### src/rtl/core/keq_pkg.sv
package keq_pkg;

    // sizes
    localparam int NUM_KEYS    = 96;
    localparam int QUEUE_DEPTH = 16;
    localparam int TIME_WIDTH  = 16;

    localparam int OP_W       = 2;
    localparam int KEY_W      = 7;
    localparam int TYPE_W     = 2;
    localparam int KEY_ADDR_W = (NUM_KEYS > 1) ? $clog2(NUM_KEYS) : 1;
    localparam int PTR_W      = $clog2(QUEUE_DEPTH);
    localparam int CNT_W      = $clog2(QUEUE_DEPTH + 1);

    // operation codes
    localparam logic [OP_W-1:0] OP_TICK = 2'd0;
    localparam logic [OP_W-1:0] OP_KEY  = 2'd1;
    localparam logic [OP_W-1:0] OP_POP  = 2'd2;

    // event types
    localparam logic [TYPE_W-1:0] TYPE_NONE = 2'd0;
    localparam logic [TYPE_W-1:0] TYPE_DOWN = 2'd1;
    localparam logic [TYPE_W-1:0] TYPE_UP   = 2'd2;

    localparam logic [KEY_W-1:0] NO_KEY = 7'd127;

    // one queued event
    typedef struct packed {
        logic [KEY_W-1:0]      key;
        logic [TYPE_W-1:0]     ev_type;
        logic [TIME_WIDTH-1:0] stamp;
    } evt_t;

    // key flag store access
    typedef struct packed {
        logic                  rd_en;
        logic [KEY_ADDR_W-1:0] rd_addr;
        logic                  wr_en;
        logic [KEY_ADDR_W-1:0] wr_addr;
        logic                  wr_data;
    } flag_ctrl_t;

    // event fifo commands and status
    typedef struct packed {
        logic push;
        logic pop;
        evt_t push_data;
    } fifo_ctrl_t;

    typedef struct packed {
        logic [CNT_W-1:0] count;
        evt_t             head;
    } fifo_stat_t;

endpackage

### src/rtl/core/keq_flag_store.sv
module keq_flag_store (
    input  logic                aclk,
    input  logic                aresetn,
    input  keq_pkg::flag_ctrl_t ctrl,
    output logic                rd_flag
);
    import keq_pkg::*;

    logic                flag_mem [NUM_KEYS];
    logic [NUM_KEYS-1:0] written_reg;
    logic                mem_rd_reg;
    logic                written_rd_reg;

    // flag memory, one write and one registered read port
    always_ff @(posedge aclk) begin
        if (ctrl.wr_en) begin
            flag_mem[ctrl.wr_addr] <= ctrl.wr_data;
        end
        if (ctrl.rd_en) begin
            mem_rd_reg <= flag_mem[ctrl.rd_addr];
        end
    end

    // written bits stand in for clearing the memory at reset
    always_ff @(posedge aclk) begin
        if (!aresetn) begin
            written_reg    <= '0;
            written_rd_reg <= 1'b0;
        end else begin
            if (ctrl.wr_en) begin
                written_reg[ctrl.wr_addr] <= 1'b1;
            end
            if (ctrl.rd_en) begin
                written_rd_reg <= written_reg[ctrl.rd_addr];
            end
        end
    end

    // unwritten key reads as released
    assign rd_flag = mem_rd_reg & written_rd_reg;

endmodule

### src/rtl/core/keq_event_fifo.sv
module keq_event_fifo (
    input  logic                aclk,
    input  logic                aresetn,
    input  keq_pkg::fifo_ctrl_t ctrl,
    output keq_pkg::fifo_stat_t stat
);
    import keq_pkg::*;

    evt_t             evt_mem [QUEUE_DEPTH];
    evt_t             head_reg;
    logic [PTR_W-1:0] rd_ptr_reg;
    logic [PTR_W-1:0] rd_ptr_next;
    logic [CNT_W-1:0] count_reg;
    logic [CNT_W-1:0] count_next;
    logic [PTR_W:0]   slot_sum;
    logic [PTR_W-1:0] wr_slot;

    // write slot is read pointer plus count, wrapped at the depth
    always_comb begin
        slot_sum = {1'b0, rd_ptr_reg} + (PTR_W + 1)'(count_reg);
        if (slot_sum >= (PTR_W + 1)'(QUEUE_DEPTH)) begin
            wr_slot = PTR_W'(slot_sum - (PTR_W + 1)'(QUEUE_DEPTH));
        end else begin
            wr_slot = slot_sum[PTR_W-1:0];
        end
    end

    // event memory, head read every cycle
    always_ff @(posedge aclk) begin
        if (ctrl.push) begin
            evt_mem[wr_slot] <= ctrl.push_data;
        end
        head_reg <= evt_mem[rd_ptr_reg];
    end

    // pointer and count update
    always_comb begin
        rd_ptr_next = rd_ptr_reg;
        if (ctrl.pop) begin
            if (rd_ptr_reg == PTR_W'(QUEUE_DEPTH - 1)) begin
                rd_ptr_next = '0;
            end else begin
                rd_ptr_next = rd_ptr_reg + 1'b1;
            end
        end
        count_next = count_reg + CNT_W'(ctrl.push) - CNT_W'(ctrl.pop);
    end

    always_ff @(posedge aclk) begin
        if (!aresetn) begin
            rd_ptr_reg <= '0;
            count_reg  <= '0;
        end else begin
            rd_ptr_reg <= rd_ptr_next;
            count_reg  <= count_next;
        end
    end

    assign stat.count = count_reg;
    assign stat.head  = head_reg;

endmodule

### src/rtl/core/key_event_queue.sv
// an item commits once its key flag read is registered and the output is free;
//   a new item is accepted only after that commit, as the registered read of the
//   key flag memory comes ahead of the read-modify-write commit
// a waiting result stays in the output register while the next item is read
// reset (aresetn low, synchronous) releases all keys through per-key written
//   bits, empties the queue and zeroes the tick counter; no clearing pass
module key_event_queue (
    input  logic                           aclk,
    input  logic                           aresetn,
    input  logic                           s_valid,
    output logic                           s_ready,
    input  logic [keq_pkg::OP_W-1:0]       s_operation,
    input  logic [keq_pkg::KEY_W-1:0]      s_key_index,
    input  logic                           s_key_pressed,
    output logic                           m_valid,
    input  logic                           m_ready,
    output logic                           m_event_valid,
    output logic [keq_pkg::KEY_W-1:0]      m_event_key,
    output logic [keq_pkg::TYPE_W-1:0]     m_event_type,
    output logic [keq_pkg::TIME_WIDTH-1:0] m_event_time,
    output logic                           m_key_is_down,
    output logic [keq_pkg::CNT_W-1:0]      m_queue_count,
    output logic                           m_overflow
);
    import keq_pkg::*;

    logic                  s_accept;
    logic                  in_key_ok;
    logic                  busy_reg;
    logic [OP_W-1:0]       op_reg;
    logic [KEY_W-1:0]      key_reg;
    logic                  pressed_reg;
    logic [TIME_WIDTH-1:0] tick_reg;
    logic [TIME_WIDTH-1:0] tick_next;

    flag_ctrl_t flag_ctrl;
    logic       cur_flag;
    fifo_ctrl_t fifo_ctrl;
    fifo_stat_t fifo_stat;

    logic commit;
    logic key_ok;
    logic flag_change;
    logic queue_full;
    logic do_push;
    logic do_pop;
    logic new_flag;

    logic                  m_valid_reg;
    logic                  ev_valid_reg;
    logic [KEY_W-1:0]      ev_key_reg;
    logic [TYPE_W-1:0]     ev_type_reg;
    logic [TIME_WIDTH-1:0] ev_time_reg;
    logic                  key_down_reg;
    logic [CNT_W-1:0]      count_out_reg;
    logic                  overflow_reg;

    // one item in flight between flag read and commit
    assign s_ready   = !busy_reg;
    assign s_accept  = s_valid && s_ready;
    assign in_key_ok = (32'(s_key_index) < NUM_KEYS);
    assign commit    = busy_reg && (!m_valid_reg || m_ready);

    always_ff @(posedge aclk) begin
        if (!aresetn) begin
            busy_reg <= 1'b0;
        end else if (s_accept) begin
            busy_reg <= 1'b1;
        end else if (commit) begin
            busy_reg <= 1'b0;
        end
    end

    // item capture
    always_ff @(posedge aclk) begin
        if (s_accept) begin
            op_reg      <= s_operation;
            key_reg     <= s_key_index;
            pressed_reg <= s_key_pressed;
        end
    end

    // commit decisions
    always_comb begin
        key_ok      = (32'(key_reg) < NUM_KEYS);
        flag_change = (op_reg == OP_KEY) && key_ok && (cur_flag != pressed_reg);
        queue_full  = (fifo_stat.count == CNT_W'(QUEUE_DEPTH));
        do_push     = commit && flag_change && !queue_full;
        do_pop      = commit && (op_reg == OP_POP) && (fifo_stat.count != '0);
        new_flag    = flag_change ? pressed_reg : cur_flag;
    end

    // flag store access: read at accept, write back at commit
    always_comb begin
        flag_ctrl.rd_en   = s_accept;
        flag_ctrl.rd_addr = in_key_ok ? KEY_ADDR_W'(s_key_index) : '0;
        flag_ctrl.wr_en   = commit && flag_change;
        flag_ctrl.wr_addr = KEY_ADDR_W'(key_reg);
        flag_ctrl.wr_data = pressed_reg;
    end

    keq_flag_store u_flag_store (
        .aclk    (aclk),
        .aresetn (aresetn),
        .ctrl    (flag_ctrl),
        .rd_flag (cur_flag)
    );

    // event fifo commands
    always_comb begin
        fifo_ctrl.push              = do_push;
        fifo_ctrl.pop               = do_pop;
        fifo_ctrl.push_data.key     = key_reg;
        fifo_ctrl.push_data.ev_type = pressed_reg ? TYPE_DOWN : TYPE_UP;
        fifo_ctrl.push_data.stamp   = tick_reg;
    end

    keq_event_fifo u_event_fifo (
        .aclk    (aclk),
        .aresetn (aresetn),
        .ctrl    (fifo_ctrl),
        .stat    (fifo_stat)
    );

    // tick counter, advanced by each committed tick item
    assign tick_next = (commit && (op_reg == OP_TICK)) ? tick_reg + 1'b1 : tick_reg;

    always_ff @(posedge aclk) begin
        if (!aresetn) begin
            tick_reg <= '0;
        end else begin
            tick_reg <= tick_next;
        end
    end

    // output register
    always_ff @(posedge aclk) begin
        if (!aresetn) begin
            m_valid_reg <= 1'b0;
        end else if (commit) begin
            m_valid_reg <= 1'b1;
        end else if (m_ready) begin
            m_valid_reg <= 1'b0;
        end
    end

    always_ff @(posedge aclk) begin
        if (commit) begin
            ev_valid_reg  <= do_pop;
            ev_key_reg    <= do_pop ? fifo_stat.head.key : NO_KEY;
            ev_type_reg   <= do_pop ? fifo_stat.head.ev_type : TYPE_NONE;
            ev_time_reg   <= do_pop ? fifo_stat.head.stamp : '0;
            key_down_reg  <= key_ok && new_flag;
            count_out_reg <= fifo_stat.count + CNT_W'(do_push) - CNT_W'(do_pop);
            overflow_reg  <= flag_change && queue_full;
        end
    end

    assign m_valid       = m_valid_reg;
    assign m_event_valid = ev_valid_reg;
    assign m_event_key   = ev_key_reg;
    assign m_event_type  = ev_type_reg;
    assign m_event_time  = ev_time_reg;
    assign m_key_is_down = key_down_reg;
    assign m_queue_count = count_out_reg;
    assign m_overflow    = overflow_reg;

endmodule

### config.mk
export PLATFORM = sky130hd
export DESIGN_NAME = key_event_queue
export DESIGN_NICKNAME = d
export VERILOG_FILES = /design/src/rtl/core/keq_pkg.sv /design/src/rtl/core/keq_flag_store.sv /design/src/rtl/core/keq_event_fifo.sv /design/src/rtl/core/key_event_queue.sv
export SDC_FILE = /design/constraint.sdc
export NUM_CORES = 1
export LEC_CHECK = 0
export BUFFER_PORTS_ARGS = -buffer_cell sky130_fd_sc_hd__clkbuf_2
export CORE_ASPECT_RATIO = 0.5
export CORE_UTILIZATION = 49
export CTS_CLUSTER_DIAMETER = 60
export DETAILED_ROUTE_END_ITERATION = 16
export GPL_ROUTABILITY_DRIVEN = 0
export PLACE_DENSITY_LB_ADDON = 0.1
export SYNTH_ARGS = -nofsm -noshare
export SYNTH_HDL_FRONTEND = slang
export SYNTH_SLANG_ARGS = --single-unit
### constraint.sdc
create_clock -name aclk -period 7.74 [get_ports aclk]
set_clock_uncertainty 0.15 [all_clocks]
set_input_delay 0.774 -clock aclk [delete_from_list [all_inputs] [get_ports aclk]]
set_output_delay 0.774 -clock aclk [all_outputs]
set_load 0.005 [all_outputs]
==> results of run 1 <==
==> metal layers <==
layer  track usage [%]  wire [um]  vias up
met4             5.213       1146        0
met5                 0          0        -
met1             31.16      26870     7338
li1                  -          -     6143
met3             3.575       3094       87
met2             36.33      29400      417
==> worst max-delay path: stages, from the launching register on <==
cell	delay, ps
edfxtp_1	320
buf_4	470
a21bo_2	290
a221o_2	450
nor3b_4	290
or3b_1	540
nor2_4	920
==> kinds of logic after synthesis <==
logic type               Yosys count
AND/OR/NAND/NOR                  312
XOR/XNOR                          25
buffers and inverters             99
adder cells (fa/ha/maj)           13
AO/OA/AOI/OAI                    214
flip-flops                       689
multiplexers                     190
==> layout make-up <==
cell class	instances	area [um2]	share of cell area [%]
Clock buffer	86	1637	5.540
Clock inverter	21	165.2	0.5591
Inverter	18	67.56	0.2287
Multi-Input combinational cell	754	7209	24.40
Sequential cell	689	19210	65.02
Tap cell	713	892.1	3.020
Timing Repair Buffer	64	362.8	1.228
==> through the flow <==
step | hold WS (ps) | setup WS, ps | instance area [um2] | cells
6_report | 209.5 | 3903 | 29540 | 2345
3_5_place_dp | 302.0 | 3696 | 27740 | 2238
5_1_grt | 188.3 | 3715 | 29540 | 2345
3_3_place_gp | 289.6 | 3747 | 27740 | 2238
4_1_cts | 181.7 | 3840 | 29540 | 2345
2_1_floorplan | 283.5 | 3040 | 26710 | 1542
==> power by group <==
group / leakage, nW / internal [mW] / switching [mW]
Combinational: 2.37 / 0.122 / 0.213
Sequential: 6.29 / 4.01 / 0.0332
Clock: 0.884 / 1.53 / 1.30
Total: 9.54 / 5.66 / 1.55
==> path summary, 6_finish.rpt <==
check / startpoint / cells past startpoint / slack [ps] / end
max: pressed_reg / 6 / 3900 / u_event_fifo.evt_mem[8][5]
min: s_operation[0] / 1 / 210 / op_reg[0]
max reg2reg: pressed_reg / 6 / 3900 / u_event_fifo.evt_mem[8][5]
min reg2reg: u_flag_store.written_reg[78] / 1 / 310 / u_flag_store.written_reg[78]
==> synth_stat cells, drive strengths merged (7+ instances only) <==
cell    count  area (um2)
edfxtp    540       16220
and2       34       212.7
xor2       12       105.1
o221ai      9       78.83
clkbuf     45       168.9
nand2b     11       68.82
a21oi      20       100.1
nor2      140       525.5
nand3      13       65.06
a221oi      9       78.83
ha         11       137.6
nand2      45       171.4
inv        18       67.56
nor2b      16       100.1
mux4      130        2928
nand4       7       43.79
o21ai      21       105.1
xnor2      13       113.9
buf        36       192.7
o21a       96       720.7
dfxtp     149        2983
nor3       14       70.07
mux2       20       225.2
mux2i      40       400.4
==> out/results.ini, run 1 <==
[die]
fp-row-count = 60
design.core.area_um2 = 53750
initial_core_util_pct = 49.69
fp.dieH_um = 167.1
die_w_um = 332.2
dieArea_um2 = 55500
pin_count = 49

[layout]
drive_above_1_share_pct = 20.40
nets = 1611
utilization_pct = 54.96
final_common_cell = edfxtp_1
nFillCells = 4185
n_antenna_cell = 0
syn_to_final_growth_pct = 10.62
largest_reg_flops = 400
final_cell_mix = edfxtp_1 (540), dfxtp_1 (145), mux4_2 (130)

[worst_setup_path]
cp.required_ps = 7810
arrival_ps = 3910
end_kind = flip-flop
path_class = reg2reg
critPathMaxFanout = 56
critPathLaunchType = flip-flop

[timing]
min_period_ps = 3837
rsz0062_at_grt = no
fmax_ghz = 0.2606
period_share_pct = 49.58
slew_headroom_pct = 22.44
setup_viol = 0
maxSlewViolCount = 0
tightest_slew_ps = 1161
fin_setup_tns_ps = 0
finalHoldViolations = 0

[flow_run]
maxCapViolCount = 0

[min_path]
hold_path_class = in2reg

[logic_synthesis]
synthXorXnorAreaFrac_pct = 0.8199
synth_warnings = 0
synth_compound_area_share_pct = 5.898
synth_flop_cell = edfxtp_1
synth_edf_count = 540
synth_simple_gate_area_share_pct = 5.819
ys_seq_area_share_pct = 71.89
muxShareOfSynthArea_pct = 13.31
ys_types = 71
syn_avg_cell_area_um2 = 17.32
synth_top_family_by_area = multiplexers
post_synth_fa_ha_maj_area_fraction_pct = 0.6653
ys_ff_latch = 689
async_flop_share_pct = 0
synth_cells = 1542
synth_area_um2 = 26710
synth_nets = 1569

[cts]
cts_tree = done
cts_buffers = 57
path_clk_slew_ps = 70
cts_setup_buffers = 0
cts_sinks = 689
cts_resized = 0
hold_buffers = 0
htree_levels = 2
cts_max_path_buffers = 3
clock_latency_ps = 610
root_buffer = clkbuf_16

[drt]
drc_errors = 0
antenna_left = 0
vias_per_cell = 5.964
drtIter0Drc = 1392
dr.pass1.iters = 5
vias = 13990
wirelength_mm = 60.51
post_drt_wl_per_cell_um = 25.80

[status]
outcome = finished, final reports clean

[grt]
grt_pass1_wl_mm = 91.74
grt_start_max_net_pins = 99
overflow = 0
antenna_found_initial = 1
grt_pass1_vias = 14410
grt_usage_pct = 22.10

[pwr]
ir_worst_vdd_mv = 0.1605
cellPowerDensity_nw_per_um2 = 243.9
leakage_nw = 9.544
power_mw = 7.206

[placement]
portBuffers = 48
dp_hpwl_mm = 33.90

Note: power is estimated with default switching activity, not from simulation.
==> run 2, diff against run 1 <==
--- a/config.mk
+++ b/config.mk
@@ -5,6 +5,7 @@
 export SDC_FILE = /design/constraint.sdc
 export NUM_CORES = 1
 export LEC_CHECK = 0
+export ABC_AREA = 1
 export BUFFER_PORTS_ARGS = -buffer_cell sky130_fd_sc_hd__clkbuf_2
 export CORE_ASPECT_RATIO = 0.5
 export CORE_UTILIZATION = 49
==> constraint.sdc (replaced) <==
create_clock -name aclk -period 3.67 [get_ports aclk]
set_clock_uncertainty 0.15 [all_clocks]
set_input_delay 0.367 -clock aclk [delete_from_list [all_inputs] [get_ports aclk]]
set_output_delay 0.367 -clock aclk [all_outputs]
set_load 0.005 [all_outputs]
==> run 2 against run 1 <==
  * Critical path depth rose by 2
  * Non-clock buffer count rose by 56
  * Sequential share of layout area fell by 3.1 points
  * Register-to-register slack got worse by 3400 ps
  * Fmax rose by 22%
  * Final cell count rose by 37%
  * Cell area rose by 5.0%
  * Area after synthesis rose by 3.6%
  * Clock power rose by 130%
  * Utilization rose by 0.78 points
  * First-iteration DRC count rose by 3.2%
  * Largest power group unchanged
==> out/results.ini, run 2 <==
[layout]
nFillCells = 4771  ; was 4185
nets = 2443  ; was 1611
final_cell_count_no_fill = 3222  ; was 2345
largest_reg_flops = 400  ; unchanged
final_common_cell = nor2_1  ; was edfxtp_1
syn_to_final_growth_pct = 12.07  ; was 10.62%
drive_above_1_share_pct = 11.84  ; was 20.40%
n_antenna_cell = 0  ; unchanged
final_cell_mix = nor2_1 (570), edfxtp_1 (540), nand3_1 (175)  ; was edfxtp_1 (540), dfxtp_1 (145), mux4_2 (130)

[logic_synthesis]
yosysMostFrequentCell = nor2_1  ; was edfxtp_1
async_flop_share_pct = 0  ; unchanged
muxShareOfSynthArea_pct = 1.556  ; was 13.31%
post_synth_fa_ha_maj_area_fraction_pct = 0.6421  ; was 0.6653%
synth_edf_count = 540  ; unchanged
ys_seq_area_share_pct = 69.38  ; was 71.89%
synth_common_cells = nor2_1 (588), edfxtp_1 (540), nand3_1 (175)  ; was edfxtp_1 (540), dfxtp_1 (149), nor2_1 (140)
synth_area_um2 = 27670  ; was 26710 um2
syn_avg_cell_area_um2 = 11.65  ; was 17.32 um2
ys_ff_latch = 689  ; unchanged
synth_nets = 2403  ; was 1569
yosys.area.top_type = edfxtp_1  ; unchanged
synth_compound_area_share_pct = 7.316  ; was 5.898%
synth_top_family_by_area = simple AND/OR/NAND/NOR gates  ; was multiplexers
synth_flop_cell = edfxtp_1  ; unchanged
synth_cells = 2376  ; was 1542
ys_top_cells_by_area = edfxtp_1 (59%), dfxtp_1 (11%), nor2_1 (8.0%)  ; was edfxtp_1 (61%), dfxtp_1 (11%), mux4_2 (11%)
ys_types = 47  ; was 71
synth_simple_gate_area_share_pct = 16.82  ; was 5.819%
synthXorXnorAreaFrac_pct = 0.2216  ; was 0.8199%
synth_warnings = 0  ; unchanged
synth_top_area_share_pct = 58.60  ; was 60.72%

[grt]
antenna_found_initial = 0  ; was 1
grt_pass1_vias = 17160  ; was 14410
grt_pass1_wl_mm = 103.6  ; was 91.74 mm
grt_start_max_net_pins = 155  ; was 99
grt_usage_pct = 23.95  ; was 22.10%
overflow = 0  ; unchanged

[timing]
min_period_ps = 3140  ; was 3837 ps
rsz0062_at_grt = no  ; unchanged
tightest_slew_ps = 1156  ; was 1161 ps
finalHoldViolations = 0  ; unchanged
setup_viol = 0  ; unchanged
maxSlewViolCount = 0  ; unchanged
fmax_ghz = 0.3185  ; was 0.2606 GHz
slew_headroom_pct = 22.96  ; was 22.44%
whs_ps = 53.83  ; was 209.5 ps
period_share_pct = 85.56  ; was 49.58%

[worst_setup_path]
cp.required_ps = 3830  ; was 7810 ps
end_kind = flip-flop  ; unchanged
critPathMaxFanout = 20  ; was 56
path_class = reg2reg  ; unchanged
arrival_ps = 3300  ; was 3910 ps
critPathLaunchType = flip-flop  ; unchanged

[cts]
clock_latency_ps = 620  ; was 610 ps
cts_max_path_buffers = 3  ; unchanged
cts_resized = 0  ; unchanged
cts_tree = done  ; unchanged
cts_setup_buffers = 0  ; unchanged
path_clk_slew_ps = 70  ; about the same
cts_sinks = 689  ; unchanged
htree_levels = 2  ; unchanged
cts_buffers = 58  ; was 57
root_buffer = clkbuf_16  ; unchanged
hold_buffers = 11  ; was 0

[min_path]
hold_path_class = in2reg  ; unchanged

[drt]
drc_errors = 0  ; unchanged
post_drt_wl_per_cell_um = 21.10  ; was 25.80 um
antenna_left = 0  ; unchanged
top_layer = met4  ; unchanged
met1Wirelength_mm = 30.76  ; was 26.87 mm
wl_met2_mm = 32.11  ; was 29.40 mm
routed-wl-met3_mm = 3.440  ; was 3.094 mm
wirelength_mm = 67.97  ; was 60.51 mm
drtIter0Drc = 1436  ; was 1392
vias = 17750  ; was 13990
dr.pass1.iters = 6  ; was 5
vias_per_cell = 5.508  ; was 5.964

[pwr]
clkPwrFrac_pct = 40.2  ; was 39.3%
cellPowerDensity_nw_per_um2 = 516.4  ; was 243.9 nW/um2
seq_power_share_pct = 53.3  ; was 56.0%
leakage_nw = 10.54  ; was 9.544 nW
pwr-share-comb_pct = 6.5  ; was 4.7%
netSwitchingFraction_pct = 22.60  ; was 21.52%
p_sw_mw = 3.619  ; was 1.551 mW
ir_worst_vdd_mv = 0.3962  ; was 0.1605 mV
p_int_mw = 12.40  ; was 5.655 mW

[placement]
dp.cells = 3101  ; was 2238
dp_hpwl_mm = 38.47  ; was 33.90 mm
portBuffers = 48  ; unchanged

[die]
fp.dieH_um = 170.0  ; was 167.1 um
pin_count = 49  ; unchanged
die_w_um = 338.1  ; was 332.2 um
dieArea_um2 = 57480  ; was 55500 um2
fp-row-count = 61  ; was 60
design.core.area_um2 = 55640  ; was 53750 um2
initial_core_util_pct = 49.73  ; was 49.69%

[flow_run]
maxCapViolCount = 0  ; unchanged

[status]
outcome = finished, final reports clean  ; unchanged

## run 2: cell count changes after synthesis, moves of 43 or more
| cell | change |
|---|---|
| mux4_2 | -130 |
| o21a_1 | -95 |
| clkbuf_1 | +43 |
| inv_1 | +100 |
| nand2_1 | +125 |
| o211ai_1 | +48 |
| o32ai_1 | +54 |
| o21ai_0 | +92 |
| nor2_1 | +448 |
| nand3_1 | +162 |
## run 2: cell families (layout without fill, tap and decap cells)
kind of cell / after synthesis / count (layout)
AOI/OAI and AO/OA: 297 / 297
xor gates and xnor gates: 7 / 7
adders and majority gates: 13 / 13
buffers and inverters: 267 / 357
DFF: 689 / 689
muxes: 43 / 43
and+or+nand+nor: 1060 / 1060
## run 2: cell type report
cell class / instances / area, um2 / share of cell area, %
clock buffers: 76 / 1589 / 5.124
clock inverters: 34 / 381.6 / 1.231
inverters: 127 / 480.5 / 1.549
multi-input cells: 1420 / 7486 / 24.14
flip-flops and latches: 689 / 19210 / 61.94
well taps: 756 / 945.9 / 3.050
repair buffers: 120 / 920.9 / 2.970
## run 2: power groups by stage
stage	sequential (mW)	clock, mW	combinational [mW]
after detailed placement	8.70	0	1.04
after global routing	8.53	6.86	1.16
after floorplan	8.69	0	0.705
final	8.53	6.44	1.05
after global placement	8.70	0	1.03
after CTS	8.53	6.55	1.05
## run 2: stage by stage
| step | TNS [ps] | total power, mW | setup slack, ps | cell area (um2) | utilization (%) |
|---|---|---|---|---|---|
| global route | 0 | 16.55 | 383.2 | 31010 | 55.74 |
| detailed placement | 0 | 9.743 | 584.5 | 28930 | 52.00 |
| global placement | 0 | 9.734 | 664.8 | 28930 | 52.00 |
| CTS | 0 | 16.14 | 508.5 | 31010 | 55.74 |
| finish | 0 | 16.02 | 530.1 | 31010 | 55.74 |
| floorplan | -159530 | 9.397 | -447.3 | 27800 | - |
## run 2: path summary, 6_finish.rpt
kind                                                   start                           end  slack (ps)  depth (start not counted)
worst max register to register                    key_reg[6]   u_event_fifo.evt_mem[9][12]         530                          8
worst min register to register  u_flag_store.written_reg[23]  u_flag_store.written_reg[23]         310                          2
worst max-delay path                              key_reg[6]   u_event_fifo.evt_mem[9][12]         530                          8
worst min-delay path                                 aresetn                   tick_reg[1]          50                          3
## run 2: per-layer routing
| metal | vias up | track usage [%] |
|---|---|---|
| li1 | 8464 | - |
| met1 | 8733 | 33.32 |
| met2 | 446 | 39.35 |
| met3 | 103 | 3.646 |
| met5 | - | 0 |
| met4 | 0 | 6.394 |
## run 2: critical path: stages (launching register included)
cell and delay, ps:
edfxtp_1 660, nand2_1 220, o211ai_1 130, a21oi_1 180, nand2_1 120, nor2_2 260, nand3_1 380, nor2_4 460
buf_12 240
==> run 3, diff against run 2 <==
--- a/config.mk
+++ b/config.mk
@@ -7,6 +7,8 @@
 export LEC_CHECK = 0
 export ABC_AREA = 1
 export BUFFER_PORTS_ARGS = -buffer_cell sky130_fd_sc_hd__clkbuf_2
+export CELL_PAD_IN_SITES_DETAIL_PLACEMENT = 0
+export CELL_PAD_IN_SITES_GLOBAL_PLACEMENT = 1
 export CORE_ASPECT_RATIO = 0.5
 export CORE_UTILIZATION = 49
 export CTS_CLUSTER_DIAMETER = 60
==> run 3 against run 2 <==
  * Count of clock-buffer cells in the layout increased by 2
  * Largest power group unchanged
  * Routed wire length grew 2.1%
  * Non-clock buffer count stayed put
  * Hold slack better by 53 ps
  * First-iteration DRC count is 20% higher
  * Critical endpoint is now u_event_fifo.evt_mem[12][10]
  * Sequential share of layout area shrank 0.22 points
==> out/results.ini, run 3 (synthesis gave the netlist of run 2 again) <==
[status]
outcome = finished, final reports clean  ; unchanged

[layout]
drive_above_1_share_pct = 12.20  ; was 11.84%
nets = 2444  ; was 2443
syn_to_final_growth_pct = 12.48  ; was 12.07%
final_cell_count_no_fill = 3224  ; was 3222
nFillCells = 4707  ; was 4771
final_common_cell = nor2_1  ; unchanged
fin_area_um2 = 31120  ; was 31010 um2
largest_reg_flops = 400  ; unchanged
final_cell_mix = nor2_1 (570), edfxtp_1 (540), nand3_1 (175)  ; unchanged
n_antenna_cell = 0  ; unchanged

[pwr]
pwr-share-comb_pct = 6.5  ; about the same
ir_worst_vdd_mv = 0.3540  ; was 0.3962 mV
leakage_nw = 10.57  ; was 10.54 nW
cellPowerDensity_nw_per_um2 = 518.3  ; was 516.4 nW/um2
power_mw = 16.13  ; was 16.02 mW
clkPwrFrac_pct = 40.8  ; was 40.2%
netSwitchingFraction_pct = 22.78  ; was 22.60%
p_int_mw = 12.46  ; was 12.40 mW
seq_power_share_pct = 52.7  ; was 53.3%
p_sw_mw = 3.674  ; was 3.619 mW

[cts]
cts_sinks = 689  ; unchanged
cts_tree = done  ; unchanged
root_buffer = clkbuf_16  ; unchanged
cts_buffers = 59  ; was 58
hold_buffers = 11  ; unchanged
cts_setup_buffers = 0  ; unchanged
cts_max_path_buffers = 3  ; unchanged
path_clk_slew_ps = 70  ; about the same
clock_latency_ps = 630  ; was 620 ps
cts_resized = 0  ; unchanged
htree_levels = 2  ; unchanged

[drt]
post_drt_wl_per_cell_um = 21.52  ; was 21.10 um
vias_per_cell = 5.498  ; was 5.508
drc_errors = 0  ; unchanged
drtIter0Drc = 1718  ; was 1436
wirelength_mm = 69.38  ; was 67.97 mm
vias = 17730  ; was 17750
antenna_left = 0  ; unchanged
dr.pass1.iters = 6  ; unchanged

[grt]
grt_start_max_net_pins = 205  ; was 155
grt_pass1_wl_mm = 104.6  ; was 103.6 mm
grt_pass1_vias = 17010  ; was 17160
overflow = 0  ; unchanged
antenna_found_initial = 0  ; unchanged
grt_usage_pct = 24.42  ; was 23.95%

[die]
initial_core_util_pct = 49.73  ; unchanged
fp-row-count = 61  ; unchanged
die_w_um = 338.1  ; unchanged
dieArea_um2 = 57480  ; unchanged
design.core.area_um2 = 55640  ; unchanged
pin_count = 49  ; unchanged
fp.dieH_um = 170.0  ; unchanged

[placement]
dp.cells = 3101  ; unchanged
portBuffers = 48  ; unchanged
dpl_cell_area_um2 = 28970  ; was 28930 um2
dp_hpwl_mm = 38.51  ; was 38.47 mm
dp_slack_ps = 843.9  ; was 584.5 ps

[timing]
fmax_ghz = 0.3594  ; was 0.3185 GHz
maxSlewViolCount = 0  ; unchanged
period_share_pct = 75.81  ; was 85.56%
min_period_ps = 2782  ; was 3140 ps
setup_viol = 0  ; unchanged
slew_headroom_pct = 4.450  ; was 22.96%
tightest_slew_ps = 1433  ; was 1156 ps
rsz0062_at_grt = no  ; unchanged
setup_ws_ps = 887.8  ; was 530.1 ps
finalHoldViolations = 0  ; unchanged

[worst_setup_path]
critPathBufInv = 1  ; unchanged
r2r-start = u_flag_store.mem_rd_reg  ; was key_reg[6]
arrival_ps = 2960  ; was 3300 ps
cp_slowest_cell = nor2_4  ; was edfxtp_1
end_kind = flip-flop  ; unchanged
cp_top_family = simple AND/OR/NAND/NOR gates  ; unchanged
rrSetupSlack_ps = 890  ; was 530 ps
path_class = reg2reg  ; unchanged
critPathLaunchType = flip-flop  ; unchanged
rr_endpoint = u_event_fifo.evt_mem[12][10]  ; was u_event_fifo.evt_mem[9][12]
cpPeakStageDelay_ps = 440  ; was 660 ps
crit_chain = nand2_1, o211ai_1, a21oi_1, nand2_1, nor2_2, nand3_1, nor2_4, buf_12  ; unchanged
cp.required_ps = 3840  ; was 3830 ps
critPathMaxFanout = 18  ; was 20
reg2reg_depth = 8  ; unchanged
crit_path_frequent_cell = nand2_1  ; unchanged

[min_path]
hold_end = u_event_fifo.count_reg[0]  ; was tick_reg[1]
hold_path.startpoint = aresetn  ; unchanged
hold_path_class = in2reg  ; unchanged
hold_depth = 3  ; unchanged

[flow_run]
maxCapViolCount = 0  ; unchanged

## run 3: changes by cell type in the layout (fill, tap and decap cells not counted), sizes merged
cell	previous run	this run
bufinv	8	6
clkinv	25	19
clkinvlp	1	6
clkbuf	124	126
inv	127	130
## run 3: per-stage QoR
stage / hold WS, ps / setup TNS [ps] / utilization (%)
detailed placement: 300.8 / 0 / 52.07
floorplan: 281.1 / -159530 / -
CTS: 61.45 / 0 / 55.94
global route: 107.6 / 0 / 55.94
finish: 106.9 / 0 / 55.94
global placement: 291.5 / 0 / 52.07
## run 3: worst max path at each step
stage                                   endpoint  slack (ps)                     from  cells past startpoint
floorplan                       m_queue_count[4]        -450              pressed_reg                     13
global placement     u_event_fifo.evt_mem[12][3]         860  u_flag_store.mem_rd_reg                      8
detailed placement                  tick_reg[15]         840                  m_ready                     13
CTS                  u_event_fifo.evt_mem[12][7]         860  u_flag_store.mem_rd_reg                      8
global route        u_event_fifo.evt_mem[13][10]         670  u_flag_store.mem_rd_reg                      8
finish              u_event_fifo.evt_mem[12][10]         890  u_flag_store.mem_rd_reg                      8
## run 3: worst register-to-register path: cells and delay by family (launching register included)
kind	cells	cell delay (ps)
flip-flops	1	380
buffers and inverters	1	240
AO/OA/AOI/OAI	2	290
AND/OR/NAND/NOR	5	1420
## run 3: per-layer routing
metal  share of wire (%)  vias up  wire length, um  GRT usage [%]
li1                    -     8457                -              -
met1                  45     8698            31440          34.21
met3                 6.0       83             4135          4.079
met5                   0        -                0              0
met4                 1.9        0             1317          5.764
met2                  47      489            32490          39.89
## run 3: final cells by class
type                            count  area, um2  area share [%]
Tap cell                          756      945.9           3.039
Clock inverter                     34      354.1           1.138
Inverter                          127      481.7           1.548
Sequential cell                   689      19210           61.71
Multi-Input combinational cell   1420       7486           24.05
Clock buffer                       78       1690           5.431
Timing Repair Buffer              120      958.4           3.079
## run 3: power groups by stage
stage / Combinational, mW / Clock [mW] / Sequential, mW
4_1_cts: 1.06 / 6.70 / 8.51
3_5_place_dp: 1.05 / 0 / 8.68
3_3_place_gp: 1.04 / 0 / 8.68
2_1_floorplan: 0.705 / 0 / 8.69
5_1_grt: 1.16 / 6.98 / 8.51
6_report: 1.05 / 6.58 / 8.51
